File: config.mk
export PLATFORM = sky130hd
export DESIGN_NAME = mcl_back
export DESIGN_NICKNAME = d
export VERILOG_FILES = /design/src/hw/rtl/maccormack_scalar_correct_limit_macros.svh /design/src/hw/rtl/mcl_pkg.sv /design/src/hw/rtl/mcl_back.sv
export SDC_FILE = /design/constraint.sdc
export NUM_CORES = 1
export LEC_CHECK = 0
export ABC_AREA = 1
export BUFFER_PORTS_ARGS = -buffer_cell sky130_fd_sc_hd__buf_2
export CAP_MARGIN = 0
export CELL_PAD_IN_SITES_DETAIL_PLACEMENT = 1
export CELL_PAD_IN_SITES_GLOBAL_PLACEMENT = 1
export CORE_ASPECT_RATIO = 0.5
export CORE_MARGIN = 2
export CORE_UTILIZATION = 34
export CTS_BUF_LIST = sky130_fd_sc_hd__clkbuf_8 sky130_fd_sc_hd__clkbuf_16
export DETAILED_ROUTE_END_ITERATION = 6
export GPL_TIMING_DRIVEN = 0
export PLACE_DENSITY_LB_ADDON = 0.1
export RECOVER_POWER = 100
export SLEW_MARGIN = 0
export SYNTH_ARGS = -nofsm -noshare
export SYNTH_HDL_FRONTEND = slang
export SYNTH_SLANG_ARGS = --single-unit
File: constraint.sdc
create_clock -name clk_i -period 6.62 [get_ports clk_i]
set_clock_uncertainty 0.1 [all_clocks]
set_input_delay 0.993 -clock clk_i [delete_from_list [all_inputs] [get_ports clk_i]]
set_output_delay 0.993 -clock clk_i [all_outputs]
set_load 0.005 [all_outputs]
File: src/hw/rtl/maccormack_scalar_correct_limit_macros.svh
// Assertion helpers used by the queue RTL file of the corrector.
`ifndef MACCORMACK_SCALAR_CORRECT_LIMIT_MACROS_SVH
`define MACCORMACK_SCALAR_CORRECT_LIMIT_MACROS_SVH

// Property that must hold at every clock edge outside reset.
`define MCL_ASSERT(lbl, clk, rst_n, prop, msg) \
  lbl: assert property (@(posedge clk) disable iff (!rst_n) (prop)) else $error(msg);

// Antecedent in one cycle implies consequent in the same cycle.
`define MCL_ASSERT_IMP(lbl, clk, rst_n, ante, cons, msg) \
  lbl: assert property (@(posedge clk) disable iff (!rst_n) (ante) |-> (cons)) else $error(msg);

`endif

File: src/hw/rtl/mcl_pkg.sv
`timescale 1ns / 1ps
`default_nettype none

package mcl_pkg;

  // Configuration register layout.
  localparam int CfgWidthBits  = 11;
  localparam int CfgHeightBits = 13;
  localparam int CfgIndexBits  = 1;
  localparam int CfgDataBits   = 13;

  typedef enum logic [CfgIndexBits-1:0] {
    CfgGridWidth  = 1'b0,
    CfgGridHeight = 1'b1
  } cfg_reg_e;

  // Grid geometry limits.
  localparam int RowBits  = 12;
  localparam int RowLimit = 4096;

  // Defaults for the top-level parameters.
  localparam int MaxWidthDef   = 1024;
  localparam int SampleBitsDef = 24;
  localparam int BorderDef     = 2;

  // Depth of the queue between the window front end and the limiter.
  localparam int QueueDepth = 4;

endpackage

`default_nettype wire

File: src/hw/rtl/mcl_back.sv
`timescale 1ns / 1ps
`default_nettype none

module mcl_back #(
  parameter int MAX_WIDTH   = 1024,
  parameter int SAMPLE_BITS = 24,
  parameter int ENTRY_BITS  = 128
) (
  input  wire logic                  clk_i,
  input  wire logic                  rst_ni,
  input  wire logic                  q_valid_i,
  input  wire logic [ENTRY_BITS-1:0] q_entry_i,
  output logic                       pop_o,
  output logic                       out_valid_o,
  input  wire logic                  out_ready_i,
  output logic [SAMPLE_BITS-1:0]     corrected_o,
  output logic                       reverted_o,
  output logic [mcl_pkg::RowBits-1:0] cell_row_o,
  output logic [((MAX_WIDTH > 1) ? $clog2(MAX_WIDTH) : 1)-1:0] cell_col_o,
  output logic                       last_cell_o
);
  import mcl_pkg::*;

  localparam int SB     = SAMPLE_BITS;
  localparam int ColW   = (MAX_WIDTH > 1) ? $clog2(MAX_WIDTH) : 1;
  localparam int SumLo  = 0;
  localparam int LoLo   = SumLo + SB + 1;
  localparam int HiLo   = LoLo + SB;
  localparam int FwdLo  = HiLo + SB;
  localparam int RowLo  = FwdLo + SB;
  localparam int ColLo  = RowLo + RowBits;
  localparam int LastLo = ColLo + ColW;

  logic signed [SB:0]   sum;
  logic signed [SB-1:0] lo, hi, fwd;
  logic                 rev;

  logic                 out_valid_q;
  logic [SB-1:0]        corrected_q;
  logic                 reverted_q;
  logic [RowBits-1:0]   row_q;
  logic [ColW-1:0]      col_q;
  logic                 last_q;

  // Limiter: fall back to the forward value when the sum leaves the block range.
  always_comb begin
    sum = q_entry_i[LoLo-1:SumLo];
    lo  = q_entry_i[HiLo-1:LoLo];
    hi  = q_entry_i[FwdLo-1:HiLo];
    fwd = q_entry_i[RowLo-1:FwdLo];
    rev = (sum > $signed({hi[SB-1], hi})) || (sum < $signed({lo[SB-1], lo}));
  end

  // The output register frees up whenever it is empty or its beat is taken.
  assign pop_o       = q_valid_i && (!out_valid_q || out_ready_i);
  assign out_valid_o = out_valid_q;
  assign corrected_o = corrected_q;
  assign reverted_o  = reverted_q;
  assign cell_row_o  = row_q;
  assign cell_col_o  = col_q;
  assign last_cell_o = last_q;

  always_ff @(posedge clk_i or negedge rst_ni) begin
    if (!rst_ni) begin
      out_valid_q <= 1'b0;
    end else if (pop_o) begin
      out_valid_q <= 1'b1;
    end else if (out_ready_i) begin
      out_valid_q <= 1'b0;
    end
  end

  always_ff @(posedge clk_i) begin
    if (pop_o) begin
      corrected_q <= rev ? fwd : sum[SB-1:0];
      reverted_q  <= rev;
      row_q       <= q_entry_i[ColLo-1:RowLo];
      col_q       <= q_entry_i[LastLo-1:ColLo];
      last_q      <= q_entry_i[LastLo];
    end
  end

endmodule

`default_nettype wire

# Yosys cells after proc, flatten, opt, wreduce, memory -nomap -nowiden
# Cells that the tools add are included.
# totals
ff_bits	49
latch_bits	0
mem_bits_rw	0
rom_bits	0
inputBits	132
out_inout_bits	50
elab_cells	16
n_memories	0
# op_classes
addsub	0
mul	0
div	0
order_cmp	2
eq_ne	0
shift	0
mux	3
bitwise	0
reduce_logical	5
# ops
op	count
$gt A25 B24 Y1	1
$lt A25 B24 Y1	1
$mux W24	1
$logic_or A1 B1 Y1	2
$mux W1	2
$reduce_bool A2 Y1	1
$logic_and A1 B1 Y1	1
$logic_not A1 Y1	1

# Longest topological paths before layout
# Gate-level depths: netlist (run 1).
# depth
word_depth	4
ltp_mapped	16
mapped_depth_nobuf	15

# Least setup slack after synthesis (run 1)
# No wires, ideal clock.
# synth_path
path_type	in2out
start	input port q_valid_i
end	output port pop_o
t_arrival_ns	3.448
slack_ns	2.079
cell_stages	2
path_cell_list	inv_1 > a21oi_1
# synth_between
elab_chain_cells	1
# synth_lines
item	line	source
start: declaration	mcl_back.sv:11	input wire logic q_valid_i,
$logic_and A1 B1 Y1	mcl_back.sv:55	assign pop_o = q_valid_i && (!out_valid_q || out_ready_i);
end: declaration	mcl_back.sv:13	output logic pop_o,
# No other way between the ends.

# Final worst setup path (run 1)
# Ends and elaborated chain as after synthesis.

==> results.yml, run 1 <==
outcome:
  run_status: "complete, but fails checks"
  failed_checks: "max-capacitance violations, max-slew violations"
final_layout:
  fill_cells: 1218
  nets: 736
  fin_cells: 691
  n_antenna_cell: 0
  drive_gt1_frac: 0.284
  multi_input_comb_area_um2: 1500
  register_area_um2: 1470
  final_common_cell: "buf_2"
  layout_common_cells: "buf_2, nand2_1, inv_1, ha_1, edfxtp_1"
  syn2layout_area_growth_pct: 33.3
hold_path:
  hold_path_class: "in2async"
critical_path:
  critPathMaxFanout: 25
  reg2reg_to: "cell_row_o[1]$_DFFE_PP_"
  crit_type: "in2out"
  critPathMaxStageDelay_ns: 1.85
  worstPathRequired_ns: 5.53
  critPathLaunchType: "input port"
  cp.arrival_ns: 3.17
  critical_path.startpoint: "q_valid_i"
  rr_worst_depth: 2
  path_cells: "buf_2 -> inv_1 -> a21oi_1 -> clkbuf_1"
  worst_path_max_delay_cell: "a21oi_1"
  cp-end-kind: "output port"
  worstReg2RegStart: "out_valid_o$_DFFE_PN0P_"
  regToRegSetupSlack_ns: 2.79
cts:
  cts_made_buffers: 5
  cts_root_buf: "clkbuf_16"
  cts_sinks: 49
  cts_hold_buf: 0
  ctsResizeCount: 0
  clk_path_buf_depth: 2
  postCtsSetupBuffers: 0
  h-tree-depth: 2
  clkLatencyLatePin_ns: 0.29
  clk_pin_slew_ns: 0.07
  cts_tree: "built"
sta:
  fin_crit_ns: 4.26
  rsz0062_at_grt: "no"
  drv_slew: 26
  setup_slack_ns: 2.36
  tightestPinTransition_ns: 2.51
  finalHoldViolations: 0
  slew-limit-headroom: -0.673
  timing.hold.ws_ns: 0.367
  timing.fmax_mhz: 235
  fin_crit_sh: 0.644
  finalSetupViolCount: 0
  setup_tns_ns: 0
grt:
  grt_antenna_before_repair: 0
  grt_pass1_wl_mm: 14.0
  grtUsageTotal: 0.173
  grt_pass1_vias: 2932
  grt_overflow: 0
  grt_max_degree: 26
routing:
  wl_per_cell_um: 13.4
  routed_wl_mm: 9.24
  drc: 0
  num_vias: 3068
  drtIter0Drc: 67
  drtAntennaViolNets: 0
  via_per_inst: 4.44
  drtPass1Iterations: 4
floorplan:
  core.rowCount: 25
  die_w_um: 143
  ios: 182
  initial_core_util: 0.350
  core_area_um2: 9450
  die_height_um: 73.7
  die_area_um2: 10600
power_and_ir_drop:
  peakVddDrop_mv: 0.0806
  leakagePower_nw: 2.37
  p_per_area_nw_per_um2: 192
  finalPower_uw: 847
logic_synthesis:
  netlist-cell-type-count: 21
  ys_seq_area_frac: 0.444
  synth_cells: 374
  ys_ff_latch: 49
  syn_nets: 555
  synth.area.top_cells: "edfxtp_1, ha_1, nand2_1, inv_1, nand3_1"
  ys_warn_count: 0
  yosysTopAreaCell: "edfxtp_1"
  synth.avg_cell_area_um2: 8.83
  netlist_area_um2: 3300
  yosysTopAreaCellShare: 0.436
placed_design:
  dpl.cell_count: 683
  dpl.hpwl_mm: 7.75
  io_buffers: 173
  globalplace.congestion: 0.722
  post-place-ws_ns: 3.38
job:
  max_cap_violations: 1
## cell usage after synthesis
cell type	n
nand2_4	2
or2_0	1
a21o_1	5
buf_12	1
buf_6	1
a21boi_0	1
nor3_1	2
nand2_1	109
nand4_1	5
nand3b_1	1
dfrtp_1	1
inv_1	70
edfxtp_1	48
nand2_2	11
and2b_1	1
nor2_1	16
nor2_2	1
ha_1	49
buf_4	4
a21oi_1	14
nand3_1	31
## critical path: cells and delay by family
| family | cells | cell delay, ns |
|---|---|---|
| compound gates | 1 | 1.85 |
| buf+inv | 3 | 0.31 |
## sequential cells by signal, summed over array words and instances (netlist names)
register	flops
last_cell_o	1
corrected_o	24
cell_col_o	10
cell_row_o	12
out_valid_o	1
reverted_o	1
## per-layer routing
metal | vias to the layer above | wire length [µm] | global-route usage
met5 | - | 0 | 0
met4 | 0 | 42 | 0.0261
met3 | 4 | 656 | 0.0456
met2 | 90 | 4410 | 0.313
met1 | 1404 | 4120 | 0.215
li1 | 1570 | - | -
## layout make-up
class	count	share of cell area
Buffer	6	0.00852
Clock buffer	5	0.0284
Clock inverter	3	0.00426
Inverter	70	0.0597
Multi-Input combinational cell	249	0.341
Sequential cell	49	0.333
Tap cell	135	0.0384
Timing Repair Buffer	174	0.187
## where the power goes
group	internal, mW	switching, mW	leakage (nW)	total (mW)
combinational	0.0874	0.122	1.83	0.210
sequential	0.373	0.00547	0.468	0.378
clock	0.139	0.119	0.0672	0.258
## how the worst max path moves through the flow
| stage | slack (ns) | depth (start not counted) | end |
|---|---|---|---|
| floorplan | 2.08 | 2 | pop_o |
| global placement | 0.36 | 4 | pop_o |
| detailed placement | 3.38 | 4 | pop_o |
| CTS | 3.38 | 4 | pop_o |
| global route | 2.02 | 4 | cell_col_o[6]$_DFFE_PP_ |
| finish | 2.36 | 4 | pop_o |
## metrics by stage
stage          instance area (µm²)  utilization
2_1_floorplan                 3300            -
5_1_grt                       4400        0.466
6_report                      4400        0.466
4_1_cts                       4520        0.479
3_3_place_gp                  4340        0.459
3_5_place_dp                  4380        0.463
## kinds of logic after synthesis
| logic type | after synthesis | synth area share |
|---|---|---|
| adders and majority gates | 49 | 0.186 |
| and+or+nand+nor | 180 | 0.238 |
| buffers and inverters | 76 | 0.0981 |
| DFF | 49 | 0.444 |
| AOI/OAI and AO/OA | 20 | 0.0349 |
(Power assumes the default switching activity.)
==> run 2: changes to the inputs <==
--- a/config.mk
+++ b/config.mk
@@ -5,14 +5,14 @@
 export SDC_FILE = /design/constraint.sdc
 export NUM_CORES = 1
 export LEC_CHECK = 0
-export ABC_AREA = 1
+export ABC_AREA = 0
 export BUFFER_PORTS_ARGS = -buffer_cell sky130_fd_sc_hd__buf_2
 export CAP_MARGIN = 0
 export CELL_PAD_IN_SITES_DETAIL_PLACEMENT = 1
 export CELL_PAD_IN_SITES_GLOBAL_PLACEMENT = 1
 export CORE_ASPECT_RATIO = 0.5
 export CORE_MARGIN = 2
-export CORE_UTILIZATION = 34
+export CORE_UTILIZATION = 29
 export CTS_BUF_LIST = sky130_fd_sc_hd__clkbuf_8 sky130_fd_sc_hd__clkbuf_16
 export DETAILED_ROUTE_END_ITERATION = 6
 export GPL_TIMING_DRIVEN = 0
==> constraint.sdc (replaced) <==
create_clock -name clk_i -period 3.78 [get_ports clk_i]
set_clock_uncertainty 0.1 [all_clocks]
set_input_delay 0.567 -clock clk_i [delete_from_list [all_inputs] [get_ports clk_i]]
set_output_delay 0.567 -clock clk_i [all_outputs]
set_load 0.005 [all_outputs]
==> run 2 against run 1 <==
The run still ends with max-capacitance violations, max-slew violations left; sequential share of layout area up 1.6 points; power is 69% higher; hold slack lost 0.014 ns; synthesized area shrank 6.0%; first-iteration DRC count shrank 48%; global-route usage is 1.7 points lower; routed wire length shrank 2.9%; clock power rose by 75%; design area shrank 4.7%.
==> results.yml, run 2 <==
critical_path:
  crit_family: "compound AO/OA/AOI/OAI gates"
  cp.arrival_ns: 3.07
  critPathMaxStageDelay_ns: 0.50
  critPathMaxFanout: 10
  path_buf_inv: 2
  worstReg2RegStart: "out_valid_o$_DFFE_PN0P_"
  regToRegSetupSlack_ns: 0.68
  reg2reg_to: "corrected_o[2]$_DFFE_PP_"
  critPathLaunchType: "input port"
  cp-end-kind: "register"
  path_cells: "clkbuf_1 -> ha_1 -> a211oi_1 -> nor2_1 -> a2111oi_0 -> o2111ai_1 -> o311ai_0 -> nand3_4 -> buf_6 -> mux2_1"
  worst_path_max_delay_cell: "a2111oi_0"
  rr_worst_depth: 3
  worstPathRequired_ns: 3.71
  crit_type: "in2reg"
power_and_ir_drop:
  p_seq_frac: 0.459
  p_per_area_nw_per_um2: 342
  switching_power_uw: 381
  clkPwrFrac: 0.314
  p_int_mw: 1.05
  leakagePower_nw: 2.06
  netSwitchingFraction: 0.266
  finalPower_mw: 1.43
  peakVddDrop_mv: 0.140
  p_comb_frac: 0.226
sta:
  timing.fmax_mhz: 319
  fin_crit_ns: 3.13
  setup_tns_ns: 0
  slew-limit-headroom: -0.113
  timing.hold.ws_ns: 0.353
  drv_slew: 37
  finalSetupViolCount: 0
  finalHoldViolations: 0
  rsz0062_at_grt: "no"
  tightestPinTransition_ns: 1.67
  fin_crit_sh: 0.829
placed_design:
  globalplace.congestion: 0.721
  dpl.hpwl_mm: 7.61
  place_area_um2: 4170
  io_buffers: 173
floorplan:
  die_area_um2: 11600
  core_area_um2: 10300
  initial_core_util: 0.301
  core.rowCount: 26
  die_w_um: 150
  ios: 182
  die_height_um: 77.2
logic_synthesis:
  yosysTopAreaCell: "edfxtp_1"
  synth.avg_cell_area_um2: 12.2
  synth_compound_area_frac: 0.0826
  synth-edff-count: 48
  synth.area.top_cells: "edfxtp_1, ha_1, mux2_4, inv_1, a21oi_1"
  ys_warn_count: 0
  ys_ff_latch: 49
  synthArstFlopShare: 0.0204
  yosysTopAreaCellShare: 0.464
  muxShareOfSynthArea: 0.110
  ys_seq_area_frac: 0.472
  synth_xor_area_frac: 0
  ys.flop_type: "edfxtp_1"
  syn_nets: 436
  synthSimpleGateAreaFrac: 0.0713
  synth_top_family_by_area: "adder cells"
  netlist-cell-type-count: 31
  synth_cells: 255
  synth_commonest_cells: "ha_1, inv_1, edfxtp_1"
  netlist_area_um2: 3110
  synthAdderAreaFrac: 0.197
hold_path:
  hold-path-cell-count: 1
  min-delay-start: "q_entry_i[103]"
  hold_path_end: "cell_row_o[6]$_DFFE_PP_"
  hold_path_class: "in2reg"
grt:
  grt_pass1_vias: 2910
  grt_pass1_wl_mm: 14.1
  grtUsageTotal: 0.156
  grt_antenna_before_repair: 0
  grt_max_degree: 37
  grt_overflow: 0
routing:
  route.met3.wl_um: 751
  top_layer: "met4"
  wl_per_cell_um: 15.5
  drtAntennaViolNets: 0
  drtPass1Iterations: 4
  num_vias: 2585
  drtIter0Drc: 35
  route.met2.wl_mm: 4.27
  routed_wl_mm: 8.97
  wl_met1_mm: 3.89
  drc: 0
  via_per_inst: 4.47
cts:
  cts_made_buffers: 5
  cts_sinks: 49
  cts_tree: "built"
  ctsResizeCount: 0
  h-tree-depth: 2
  postCtsSetupBuffers: 0
  clk_pin_slew_ns: 0.07
  cts_root_buf: "clkbuf_16"
  clkLatencyLatePin_ns: 0.29
  clk_path_buf_depth: 2
final_layout:
  largest_register_ffs: 24
  final_common_cell: "buf_2"
  syn2layout_area_growth_pct: 35.2
  final_area_um2: 4200
  layout_common_cells: "buf_2, inv_1, ha_1, edfxtp_1, clkbuf_1"
  n_antenna_cell: 0
  nets: 618
  drive_gt1_frac: 0.361
job:
  max_cap_violations: 1
outcome:
  failed_checks: "max-capacitance violations, max-slew violations"
  run_status: "complete, but fails checks"
## run 2: changes by cell type after synthesis, sizes merged, moves of 5 or more
cell,before,now
nand2,122,15
nand3,31,5
mux2,0,24
inv,70,49
nor2,17,6
o21ai,0,8
a21oi,14,19
## run 2: worst max-delay path by stage
stage / startpoint / endpoint / depth (start not counted)
4_1_cts: q_entry_i[4] / corrected_o[5]$_DFFE_PP_ / 10
3_5_place_dp: q_entry_i[4] / corrected_o[5]$_DFFE_PP_ / 10
2_1_floorplan: q_entry_i[69] / corrected_o[10]$_DFFE_PP_ / 10
3_3_place_gp: out_ready_i / pop_o / 4
6_report: q_entry_i[6] / corrected_o[5]$_DFFE_PP_ / 10
5_1_grt: out_valid_o$_DFFE_PN0P_ / cell_col_o[9]$_DFFE_PP_ / 3
## run 2: worst register-to-register path, cell delays in order (launching register included)
cell and delay, ns:
dfrtp_1 0.39, nand2b_1 0.09, and2_0 0.75, dlymetal6s2s_1 1.33
## run 2: timing repair
item                                    in CTS  in global routing
hold buffers                                 1                  0
endpoints found under the setup margin       0                  0
hold endpoints to repair                     1                  0
## run 2: kinds of logic (layout without fill, tap and decap cells)
group | count (synthesis) | after routing
buf+inv | 51 | 234
fa+ha+maj | 49 | 49
simple gates | 42 | 42
mux | 24 | 24
flops | 49 | 49
compound gates | 40 | 40
## run 2: metal layers
metal  track usage  up-vias
met5             0        -
met4        0.0255        0
met3        0.0458        4
met2         0.281       92
met1         0.187     1205
li1              -     1284
## run 2: stage by stage
stage / cells / setup slack (ns) / util
after CTS: 578 / 0.748 / 0.419
after detailed placement: 569 / 0.426 / 0.404
after floorplan: 255 / 0.971 / -
final: 578 / 0.647 / 0.407
after global placement: 568 / 0.386 / 0.402
after global routing: 578 / 0.374 / 0.407
## run 2: cell type report
| type | count | area, µm² |
|---|---|---|
| fillers | 1250 | 6110 |
| repair buffers | 175 | 847 |
| multi-input cells | 155 | 1360 |
| well taps | 140 | 175 |
| inverters | 49 | 184 |
| clock buffers | 5 | 125 |
| clock inverters | 3 | 17.5 |
| plain buffers | 2 | 22.5 |
| flip-flops and latches | 49 | 1470 |
## run 2: power by group through the flow
| stage | Clock, mW | Combinational [mW] | Sequential [mW] |
|---|---|---|---|
| global placement | 0 | 0.349 | 0.669 |
| detailed placement | 0 | 0.370 | 0.669 |
| finish | 0.451 | 0.324 | 0.659 |
| CTS | 0.468 | 0.372 | 0.657 |
| floorplan | 0 | 0.196 | 0.676 |
| global route | 0.490 | 0.371 | 0.663 |
