<file path="src/hw/rtl/maccormack_scalar_correct_limit_macros.svh">
// Assertion helpers used by the queue RTL file of the corrector.
`ifndef MACCORMACK_SCALAR_CORRECT_LIMIT_MACROS_SVH
`define MACCORMACK_SCALAR_CORRECT_LIMIT_MACROS_SVH

// Property that must hold at every clock edge outside reset.
`define MCL_ASSERT(lbl, clk, rst_n, prop, msg) \
  lbl: assert property (@(posedge clk) disable iff (!rst_n) (prop)) else $error(msg);

// Antecedent in one cycle implies consequent in the same cycle.
`define MCL_ASSERT_IMP(lbl, clk, rst_n, ante, cons, msg) \
  lbl: assert property (@(posedge clk) disable iff (!rst_n) (ante) |-> (cons)) else $error(msg);

`endif

</file>
<file path="src/hw/rtl/mcl_pkg.sv">
`timescale 1ns / 1ps
`default_nettype none

package mcl_pkg;

  // Configuration register layout.
  localparam int CfgWidthBits  = 11;
  localparam int CfgHeightBits = 13;
  localparam int CfgIndexBits  = 1;
  localparam int CfgDataBits   = 13;

  typedef enum logic [CfgIndexBits-1:0] {
    CfgGridWidth  = 1'b0,
    CfgGridHeight = 1'b1
  } cfg_reg_e;

  // Grid geometry limits.
  localparam int RowBits  = 12;
  localparam int RowLimit = 4096;

  // Defaults for the top-level parameters.
  localparam int MaxWidthDef   = 1024;
  localparam int SampleBitsDef = 24;
  localparam int BorderDef     = 2;

  // Depth of the queue between the window front end and the limiter.
  localparam int QueueDepth = 4;

endpackage

`default_nettype wire

</file>
<file path="src/hw/rtl/mcl_queue.sv">
`timescale 1ns / 1ps
`default_nettype none

module mcl_queue #(
  parameter int ENTRY_BITS = 128
) (
  input  wire logic                  clk_i,
  input  wire logic                  rst_ni,
  input  wire logic                  push_i,
  input  wire logic [ENTRY_BITS-1:0] entry_i,
  output logic                       full_o,
  input  wire logic                  pop_i,
  output logic                       valid_o,
  output logic [ENTRY_BITS-1:0]      entry_o
);
  import mcl_pkg::*;

  localparam int PtrW = (QueueDepth > 1) ? $clog2(QueueDepth) : 1;
  localparam int CntW = $clog2(QueueDepth + 1);

  logic [ENTRY_BITS-1:0] slot_q [QueueDepth];
  logic [PtrW-1:0]       wr_ptr_q, rd_ptr_q;
  logic [CntW-1:0]       count_q, count_d;

  assign full_o  = (count_q == CntW'(QueueDepth));
  assign valid_o = (count_q != '0);
  assign entry_o = slot_q[rd_ptr_q];

  always_comb begin
    count_d = count_q;
    if (push_i && !pop_i) begin
      count_d = count_q + CntW'(1);
    end else if (pop_i && !push_i) begin
      count_d = count_q - CntW'(1);
    end
  end

  // Pointers wrap at the queue depth.
  always_ff @(posedge clk_i or negedge rst_ni) begin
    if (!rst_ni) begin
      wr_ptr_q <= '0;
      rd_ptr_q <= '0;
      count_q  <= '0;
    end else begin
      count_q <= count_d;
      if (push_i) begin
        wr_ptr_q <= (wr_ptr_q == PtrW'(QueueDepth - 1)) ? '0 : wr_ptr_q + PtrW'(1);
      end
      if (pop_i) begin
        rd_ptr_q <= (rd_ptr_q == PtrW'(QueueDepth - 1)) ? '0 : rd_ptr_q + PtrW'(1);
      end
    end
  end

  always_ff @(posedge clk_i) begin
    if (push_i) begin
      slot_q[wr_ptr_q] <= entry_i;
    end
  end

`include "maccormack_scalar_correct_limit_macros.svh"

  `MCL_ASSERT(a_count_bound, clk_i, rst_ni, count_q <= CntW'(QueueDepth), "queue count overrun")
  `MCL_ASSERT(a_no_push_full, clk_i, rst_ni, !(push_i && full_o), "push into a full queue")
  `MCL_ASSERT_IMP(a_no_pop_empty, clk_i, rst_ni, pop_i, valid_o, "pop from an empty queue")
  `MCL_ASSERT_IMP(a_ptr_match, clk_i, rst_ni, count_q == '0 || full_o, wr_ptr_q == rd_ptr_q, "queue pointers disagree with count")

endmodule

`default_nettype wire

</file>
<file path="config.mk">
export PLATFORM = sky130hd
export DESIGN_NAME = mcl_queue
export DESIGN_NICKNAME = d
export VERILOG_FILES = /design/src/hw/rtl/mcl_pkg.sv /design/src/hw/rtl/mcl_queue.sv
export VERILOG_INCLUDE_DIRS = /design/src /design/src/hw/rtl
export SDC_FILE = /design/constraint.sdc
export NUM_CORES = 1
export LEC_CHECK = 0
export BUFFER_PORTS_ARGS = -buffer_cell sky130_fd_sc_hd__buf_2
export CORE_MARGIN = 4
export CORE_UTILIZATION = 60
export DETAILED_ROUTE_END_ITERATION = 8
export PLACE_DENSITY = 0.88
export SKIP_CTS_REPAIR_TIMING = 1
export SLEW_MARGIN = 15
export SYNTH_ARGS = -nofsm -noshare
export SYNTH_HDL_FRONTEND = slang
export SYNTH_SLANG_ARGS = --single-unit
</file>
<file path="constraint.sdc">
create_clock -name clk_i -period 8.65 [get_ports clk_i]
set_input_delay 0.4325 -clock clk_i [delete_from_list [all_inputs] [get_ports clk_i]]
set_output_delay 0.4325 -clock clk_i [all_outputs]
set_load 0.03 [all_outputs]
</file>
# After elaboration in Yosys (flattened, before gate mapping)
# Memory sizes are Yosys's and may differ from the RTL's.
# Cells that the tools add are included.
[word_totals]
word_cells = 23
regBits = 7
out_inout_bits = 130
ram_bits = 512
n_memories = 1
inputBits = 132
[memory_table]
columns = ["memory", "words", "width", "rd", "rd_clocked_by_memory_dff", "write_ports", "line_no", "text"]
rows = [
  ["slot_q", 4, 128, 1, 0, 1, "mcl_queue.sv:21", "logic [ENTRY_BITS-1:0] slot_q [QueueDepth];"],
]
[op_classes]
n_eq_ne = 3
reduce_logical = 6
n_addsub = 4
muxes = 6
[ops]
columns = ["cell", "n"]
rows = [
  ["$mux W3", 2],
  ["$add A2 B1 Y2 const B", 2],
  ["$eq A2 B2 Y1 const B", 2],
  ["$mux W2", 2],
  ["$add A3 B1 Y3 const B", 1],
  ["$eq A3 B3 Y1 const B", 1],
  ["$reduce_bool A3 Y1", 1],
  ["$sub A3 B1 Y3 const B", 1],
  ["$logic_and A1 B1 Y1", 2],
  ["$logic_not A1 Y1", 2],
  ["$mux W1", 2],
  ["$reduce_bool A2 Y1", 1],
]

# Longest topological paths before layout
# Gate-level depths: netlist of run 1.
[depth]
depth_word = 4
mapped_depth = 7

# Worst setup path after synthesis of run 1
# OpenSTA, ideal clock, no wires.
[synth_path]
path_kind = "register to register"
start = "register wr_ptr_q[0]"
end = "memory slot_q[2][0], enable pin"
n_path_buf = 0
setup_time_ns = 0.502
synth_period_minus_slack_ns = 4.063
arrival_ns = 3.561
path_slack_ns = 4.587
stages_incl_launch_ff = 4
cell_sequence = "dfrtp_1 > inv_1 > ha_1 > and2_1"
[synth_lines]
columns = ["item", "line_no", "text"]
rows = [
  ["start: declaration", "mcl_queue.sv:22", "logic [PtrW-1:0] wr_ptr_q, rd_ptr_q;"],
  ["start signal: assignment", "mcl_queue.sv:47", "wr_ptr_q <= (wr_ptr_q == PtrW'(QueueDepth - 1)) ? '0 : wr_ptr_q + PtrW'(1);"],
  ["end: declaration", "mcl_queue.sv:21", ""],
]
# Straight into the memory's write port.

# Worst setup path in the final report of run 1
[layout_path]
start = "register rd_ptr_q[0]"
end = "output port entry_o[25]"
[layout_via]
elab_chain_cells = 1
[layout_lines]
columns = ["item", "line_no", "text"]
rows = [
  ["start: declaration", "mcl_queue.sv:22", ""],
  ["start signal: assignment", "mcl_queue.sv:50", "rd_ptr_q <= (rd_ptr_q == PtrW'(QueueDepth - 1)) ? '0 : rd_ptr_q + PtrW'(1);"],
  ["$mem_v2 Z4 W128", "-", ""],
  ["end: declaration", "mcl_queue.sv:14", "output logic [ENTRY_BITS-1:0] entry_o"],
]
# Every way passes these cells.

==> results of run 1 <==
metal layers:
| layer | up-vias | routed length (um) | part of all wire |
|---|---|---|---|
| met4 | 10 | 950 | 0.026 |
| met1 | 4425 | 13600 | 0.37 |
| li1 | 3646 | - | - |
| met5 | - | 79 | 0.0021 |
| met2 | 372 | 19200 | 0.52 |
| met3 | 77 | 3080 | 0.083 |
worst paths after layout:
kind | start | to | slack, ns | depth (start not counted)
min in group asynchronous | rst_ni | count_q[2]$_DFFE_PN0P_ | 0.29 | 2
worst max-delay path | rd_ptr_q[0]$_DFFE_PN0P_ | entry_o[25] | 4.88 | 3
max in group asynchronous | rst_ni | rd_ptr_q[1]$_DFFE_PN0P_ | 8.17 | 2
worst min register to register | count_q[2]$_DFFE_PN0P_ | count_q[2]$_DFFE_PN0P_ | 0.57 | 1
worst min-delay path | entry_i[100] | slot_q[3][100]$_DFFE_PP_ | 0.10 | 1
worst max register to register | wr_ptr_q[0]$_DFFE_PN0P_ | slot_q[0][55]$_DFFE_PP_ | 5.80 | 5
cell families (layout without fill, tap and decap cells):
kind of cell,after synthesis,count (layout),synth area share
fa+ha+maj,7,7,0.00503
other cells,0,3,0
flops,519,519,0.823
compound gates,2,2,0.000530
buf+inv,33,365,0.0123
mux,131,131,0.154
simple gates,11,11,0.00305
xor+xnor,3,3,0.00139
registers in the layout, indices dropped and copies added, names as in the netlist:
name      count
slot_q      512
count_q       3
rd_ptr_q      2
wr_ptr_q      2
worst max-delay path: stages, from the launching register on:
cell and delay, ns:
dfrtp_4 1.02, buf_4 0.89, mux4_2 0.65, buf_2 0.20
cell usage in the layout, fill, tap and decap left out:
| cell type | n |
|---|---|
| xnor2_1 | 1 |
| nand2_1 | 2 |
| buf_4 | 10 |
| diode_2 | 3 |
| nor3b_1 | 1 |
| clkbuf_1 | 13 |
| bufinv_16 | 1 |
| nor2_1 | 3 |
| or3_1 | 1 |
| xor2_1 | 2 |
| ha_1 | 6 |
| inv_1 | 4 |
| edfxtp_1 | 512 |
| and2_4 | 4 |
| o21ai_0 | 2 |
| clkinv_1 | 10 |
| dlygate4sd3_1 | 1 |
| inv_6 | 2 |
| clkbuf_16 | 51 |
| clkbuf_8 | 2 |
| fa_1 | 1 |
| mux2_2 | 3 |
| clkinv_2 | 10 |
| buf_2 | 261 |
| mux4_2 | 128 |
| dfrtp_1 | 5 |
| dfrtp_4 | 2 |
final cells by class:
cell class / count / area, um2 / share of cell area
Clock buffer: 66 / 1350 / 0.0613
Sequential cell: 519 / 15600 / 0.705
Multi-Input combinational cell: 154 / 3120 / 0.141
Timing Repair Buffer: 272 / 1390 / 0.0630
Inverter: 4 / 15.0 / 0.000680
Tap cell: 396 / 495 / 0.0225
Clock inverter: 23 / 135 / 0.00612
Antenna cell: 3 / 7.51 / 0.000340
through the flow:
step	hold slack, ns	area, um2
after floorplan	0.137	18900
after global placement	0.277	20600
after detailed placement	0.280	20600
after CTS	-0.297	22100
after global routing	0.0837	22100
final	0.102	22100
where the power goes:
group / total (uW) / switching [uW] / internal (uW)
combinational: 2530 / 1600 / 928
clock: 1970 / 851 / 1120
sequential: 3460 / 233 / 3230
total: 7970 / 2690 / 5280
==> metrics.md, run 1 <==
| Metric | Value |
|---|---|
| Synth Flop Type | edfxtp_1 |
| Total die area | 34400 um2 |
| Actual slew at the worst max-slew pin | 1.06 ns |
| Critical path class | reg -> out |
| First-pass GRT wire length | 55300 um |
| H-Tree Depth | 2 |
| GRT Total Usage | 0.215 |
| Initial antenna violation count | 8 |
| Row cnt | 64 |
| Final std cells w/o fill | 1437 |
| Area grow syn2layout | 16.9% |
| Drt drc | 0 |
| Setup TNS | 0 ns |
| Worst vdd ir | 0.285 mV |
| Crit path max fanout | 49 |
| PD cells | 361 nW/um2 |
| Seq/Total Area, Yosys | 0.823 |
| Synthesized net count | 845 |
| Num CTS Buffers | 49 |
| GR Util met3 | 0.0550 |
| Fin crit share | 0.436 |
| Synthesized area | 18900 um2 |
| CP Capture Type | output pin |
| Area leader, netlist | edfxtp_1 |
| Total Power | 7970 uW |
| Element type at the critical path start | register |
| Status | complete, no violations |
| Syn Inst Count | 706 |
| Vias per cell | 5.94 |
| Clk root buf | clkbuf_16 |
| Final WL | 36900 um |
| RSZ-0062 raised after global routing | no |
| Buffers on Ports | 261 |
| Post-DRT Antenna Nets | 0 |
| Clock Pin Slew Worst Setup and Hold Paths | 0.06 ns |
| Fmax | 0.265 GHz |
| Gpl congestion | 0.757 |
| Starting Density | 0.613 |
| NumNets Final | 1139 |
| MaxCap Viol Count | 0 |
| Sink Count | 519 |
| Minimum clock period | 3.77 ns |
| Fill cell count | 1682 |
| Die height | 185 um |
| Pin count of the biggest net entering global routing | 72 |
| Core ar. | 30800 um2 |
| Post-synth EDFFs | 512 |
| 1st-pass router iterations | 5 |
| Global route overflow | 0 |
| Flops & latches, synth | 519 |
| Routed WL per cell | 25.7 um |
| DR vias | 8530 |
| Fin worst setup slack | 4.88 ns |
| Core Util, Final | 0.716 |
| Top cells by count, synth | edfxtp_1 (512), mux4_2 (128), buf_2 (13), buf_6 (11), dfrtp_1 (7) |
| DR iter-0 viols | 681 |
| CTS tree | yes |
| Die width | 185 um |
| Vias in the first global route | 9090 |
| Yosys Warn Count | 0 |
| Final HPWL from detailed placement | 21200 um |
| Count leader, synth | edfxtp_1 |
| Worst hold-check path type | in -> reg |
| Avg Cell Area, Syn | 26.8 um2 |
| Ports | 262 |
| CP required | 8.22 ns |
| Yosys cell types | 21 |
| Final Setup Violations | 0 |
| Share of post-route cells with drive strength above 1 | 0.457 |
| Clock Tree Buf Depth | 3 |
| M1 GR Usage | 0.287 |
| Max Transition Viols Final | 0 |
| Leakage | 0.00753 uW |
| DP Worst Slack | 5.30 ns |
| Worst-Skew Late Latency | 0.54 ns |
| Synth area leaders | edfxtp_1 (81%), mux4_2 (15%), dfrtp_1 (0.93%), buf_6 (0.66%), ha_1 (0.40%) |
| Clk_skew | 0.00702 ns |
| Placed insts | 1344 |
| Slew HR | 0.295 |
| GR Util met2 | 0.362 |
| Hold Fails Final Rpt | 0 |
| Post-synth top area share | 0.814 |
| Post-synth ARST share | 0.0135 |
| GRT busiest layer | met2 |
| Arr. time, crit path | 3.34 ns |
Note: power is estimated with default switching activity, not from simulation.
==> run 2, diff against run 1 <==
--- a/config.mk
+++ b/config.mk
@@ -6,11 +6,12 @@
 export SDC_FILE = /design/constraint.sdc
 export NUM_CORES = 1
 export LEC_CHECK = 0
+export ABC_AREA = 1
 export BUFFER_PORTS_ARGS = -buffer_cell sky130_fd_sc_hd__buf_2
 export CORE_MARGIN = 4
-export CORE_UTILIZATION = 60
+export CORE_UTILIZATION = 58
 export DETAILED_ROUTE_END_ITERATION = 8
-export PLACE_DENSITY = 0.88
+export PLACE_DENSITY = 0.85
 export SKIP_CTS_REPAIR_TIMING = 1
 export SLEW_MARGIN = 15
 export SYNTH_ARGS = -nofsm -noshare
==> constraint.sdc (replaced) <==
create_clock -name clk_i -period 3.8 [get_ports clk_i]
set_input_delay 0.19 -clock clk_i [delete_from_list [all_inputs] [get_ports clk_i]]
set_output_delay 0.19 -clock clk_i [all_outputs]
set_load 0.03 [all_outputs]
==> metrics.md, run 2 <==
| Metric | Value |
|---|---|
| Row cnt | 69 (was 64) |
| Final hold slack | -0.00245 ns (was 0.102 ns) |
| Avg Cell Area, Syn | 13.5 um2 (was 26.8 um2) |
| Critical path class | reg -> out (unchanged) |
| CP Capture Type | output pin (unchanged) |
| Reg2Reg Depth | 5 (unchanged) |
| Worst path slowest cell | inv_16 (was dfrtp_4) |
| Area leader, netlist | edfxtp_1 (unchanged) |
| PD cells | 771 nW/um2 (was 361 nW/um2) |
| Vias per cell | 5.40 (was 5.94) |
| Drt drc | 0 (unchanged) |
| Initial antenna violation count | 2 (was 8) |
| RSZ-0062 raised after global routing | no (unchanged) |
| Largest register FFs | 512 (unchanged) |
| Total Power | 19400 uW (was 7970 uW) |
| Clock Tree Buf Depth | 3 (unchanged) |
| NumNets Final | 2062 (was 1139) |
| Area grow syn2layout | 20.7% (was 16.9%) |
| Routed WL per cell | 19.1 um (was 25.7 um) |
| Final std cells w/o fill | 2425 (was 1437) |
| CP bufs+invs | 3 (was 2) |
| Regs by FF count | slot_q x512, count_q x3 (unchanged) |
| First-pass GRT wire length | 65000 um (was 55300 um) |
| Worst hold-check path type | in -> async (was in -> reg) |
| Reg2reg end | slot_q[1][108]$_DFFE_PP_ (was slot_q[0][55]$_DFFE_PP_) |
| Yosys cell types | 18 (was 21) |
| DP Worst Slack | 1.52 ns (was 5.30 ns) |
| Top cells by count, synth | edfxtp_1 (512), nand2_1 (400), inv_1 (268), o211ai_1 (256), buf_6 (45) (was edfxtp_1 (512), mux4_2 (128), buf_2 (13), buf_6 (11), dfrtp_1 (7)) |
| Yosys Warn Count | 0 (unchanged) |
| Worst-Skew Late Latency | 0.56 ns (was 0.54 ns) |
| Max Transition Viols Final | 0 (unchanged) |
| Buffers on Ports | 261 (unchanged) |
| Element type at the critical path start | register (unchanged) |
| Post-synth top area share | 0.737 (was 0.814) |
| Vias in the first global route | 12200 (was 9090) |
| Global route overflow | 0 (unchanged) |
| Most used cell, CP | nand2_1 |
| Largest Register | slot_q (unchanged) |
| H-Tree Depth | 2 (unchanged) |
| Count leader, synth | edfxtp_1 (unchanged) |
| CP top delay family | buffers and inverters (unchanged) |
| Flops & latches, synth | 519 (unchanged) |
| Setup TNS | 0 ns (unchanged) |
| Final Setup Violations | 0 (unchanged) |
| Fill cell count | 2148 (was 1682) |
| Cell Chain, Critical Path | inv_16 > buf_12 > nand2_1 > o211ai_1 > nand2_1 > buf_2 (was buf_4 > mux4_2 > buf_2) |
| Synthesized net count | 1685 (was 845) |
| CP required | 3.61 ns (was 8.22 ns) |
| Hold Fails Final Rpt | 2 (was 0) |
| Fin crit share | 0.773 |
| GRT Total Usage | 0.213 (was 0.215) |
| Sink Count | 519 (unchanged) |
| Starting Density | 0.588 (was 0.613) |
| 1st-pass router iterations | 5 (unchanged) |
| Arr. time, crit path | 2.75 ns (was 3.34 ns) |
| Die height | 198 um (was 185 um) |
| Placed insts | 2201 (was 1344) |
| Leakage | 0.0102 uW (was 0.00753 uW) |
| Final WL | 46300 um (was 36900 um) |
| Fin worst setup slack | 0.862 ns (was 4.88 ns) |
| Core Util, Final | 0.709 (was 0.716) |
| Status | finished with violations (was complete, no violations) |
| Actual slew at the worst max-slew pin | 0.939 ns (was 1.06 ns) |
| MaxCap Viol Count | 0 (unchanged) |
| Num CTS Buffers | 50 (was 49) |
| CTS tree | yes (unchanged) |
| Pin count of the biggest net entering global routing | 258 (was 72) |
| Post-DRT Antenna Nets | 0 (unchanged) |
| Worst path max stage delay | 0.52 ns (was 1.02 ns) |
| Synth area leaders | edfxtp_1 (74%), o211ai_1 (9.2%), nand2_1 (7.2%), inv_1 (4.8%), buf_6 (2.4%) (was edfxtp_1 (81%), mux4_2 (15%), dfrtp_1 (0.93%), buf_6 (0.66%), ha_1 (0.40%)) |
| Syn Inst Count | 1546 (was 706) |
| Crit path max fanout | 257 (was 49) |
| DR iter-0 viols | 891 (was 681) |
| Post-synth ARST share | 0.0135 (unchanged) |
| Most common cell after layout, fill and taps aside | edfxtp_1 (unchanged) |
| Die width | 198 um (was 185 um) |
| Core ar. | 35500 um2 (was 30800 um2) |
| Fmax | 0.340 GHz |
| Gpl congestion | 0.771 (was 0.757) |
| Final HPWL from detailed placement | 24900 um (was 21200 um) |
| Share of post-route cells with drive strength above 1 | 0.181 (was 0.457) |
| Most frequent cells in the layout | edfxtp_1 (512), nand2_1 (400), inv_1 (263) (was edfxtp_1 (512), buf_2 (261), mux4_2 (128)) |
| Synth Flop Type | edfxtp_1 (unchanged) |
| Clock Pin Slew Worst Setup and Hold Paths | 0.06 ns (about the same) |
| Slew HR | 0.374 (was 0.295) |
| Failing checks | negative hold slack |
| Post-synth EDFFs | 512 (unchanged) |
| Worst R2R Start | wr_ptr_q[1]$_DFFE_PN0P_ (was wr_ptr_q[0]$_DFFE_PN0P_) |
| Synthesized area | 20800 um2 (was 18900 um2) |
| Reg2reg setup slack | 1.62 ns (was 5.80 ns) |
| Total die area | 39000 um2 (was 34400 um2) |
| Seq/Total Area, Yosys | 0.746 (was 0.823) |
| Clk root buf | clkbuf_16 (unchanged) |
| Minimum clock period | 2.94 ns |
| DR vias | 13100 (was 8530) |
| Worst vdd ir | 0.733 mV (was 0.285 mV) |
| Clk_skew | 0.0138 ns (was 0.00702 ns) |
| Ports | 262 (unchanged) |
-- run 2: cells by family after synthesis --
| kind of cell | Yosys count | share of synthesized area |
|---|---|---|
| xor+xnor | 1 | 0.000420 |
| simple gates | 406 | 0.0733 |
| compound gates | 260 | 0.0931 |
| fa+ha+maj | 7 | 0.00456 |
| flops | 519 | 0.746 |
| buf+inv | 353 | 0.0828 |
-- run 2: worst reg2reg max path, cell delays in order (launching register included) --
cell and delay [ns]:
dfrtp_1 0.40, inv_1 0.10, ha_1 0.16, nand2_1 0.10, inv_6 0.42, buf_12 0.52
-- run 2: per-stage QoR --
stage	hold WS, ns	area (um2)
after CTS	-0.554	23800
after floorplan	-0.106	20900
final	-0.00245	25200
after global placement	0.0320	22300
after global routing	-0.00319	25200
after detailed placement	0.0372	22300
-- run 2: worst max path at each step --
stage	from	depth (start not counted)	to
finish	rd_ptr_q[0]$_DFFE_PN0P_	6	entry_o[14]
global route	rd_ptr_q[0]$_DFFE_PN0P_	6	entry_o[10]
CTS	rd_ptr_q[1]$_DFFE_PN0P_	5	entry_o[2]
detailed placement	rd_ptr_q[0]$_DFFE_PN0P_	6	entry_o[41]
global placement	rd_ptr_q[1]$_DFFE_PN0P_	5	entry_o[2]
floorplan	wr_ptr_q[0]$_DFFE_PN0P_	4	slot_q[2][0]$_DFFE_PP_
-- run 2: final cells by class --
class	count	area [um2]	area share
clock inverter	27	179	0.00711
clock buffer	63	1360	0.0542
timing repair buffer	409	2860	0.114
tap	461	577	0.0229
multi-input combinational	674	3570	0.142
inverter	269	1050	0.0417
sequential	519	15600	0.618
antenna	3	7.51	0.000298
-- run 2: metal layers --
metal	share of wire	routed length [um]	up-vias	GRT usage
met2	0.52	24100	537	0.368
met1	0.39	17900	6304	0.281
met3	0.074	3440	77	0.0472
li1	-	-	6173	-
met4	0.019	877	0	0.0474
met5	0	0	-	0
-- run 2: power by group --
group	internal, uW	switching [uW]
clock	2670	2010
combinational	1870	5170
sequential	7330	355
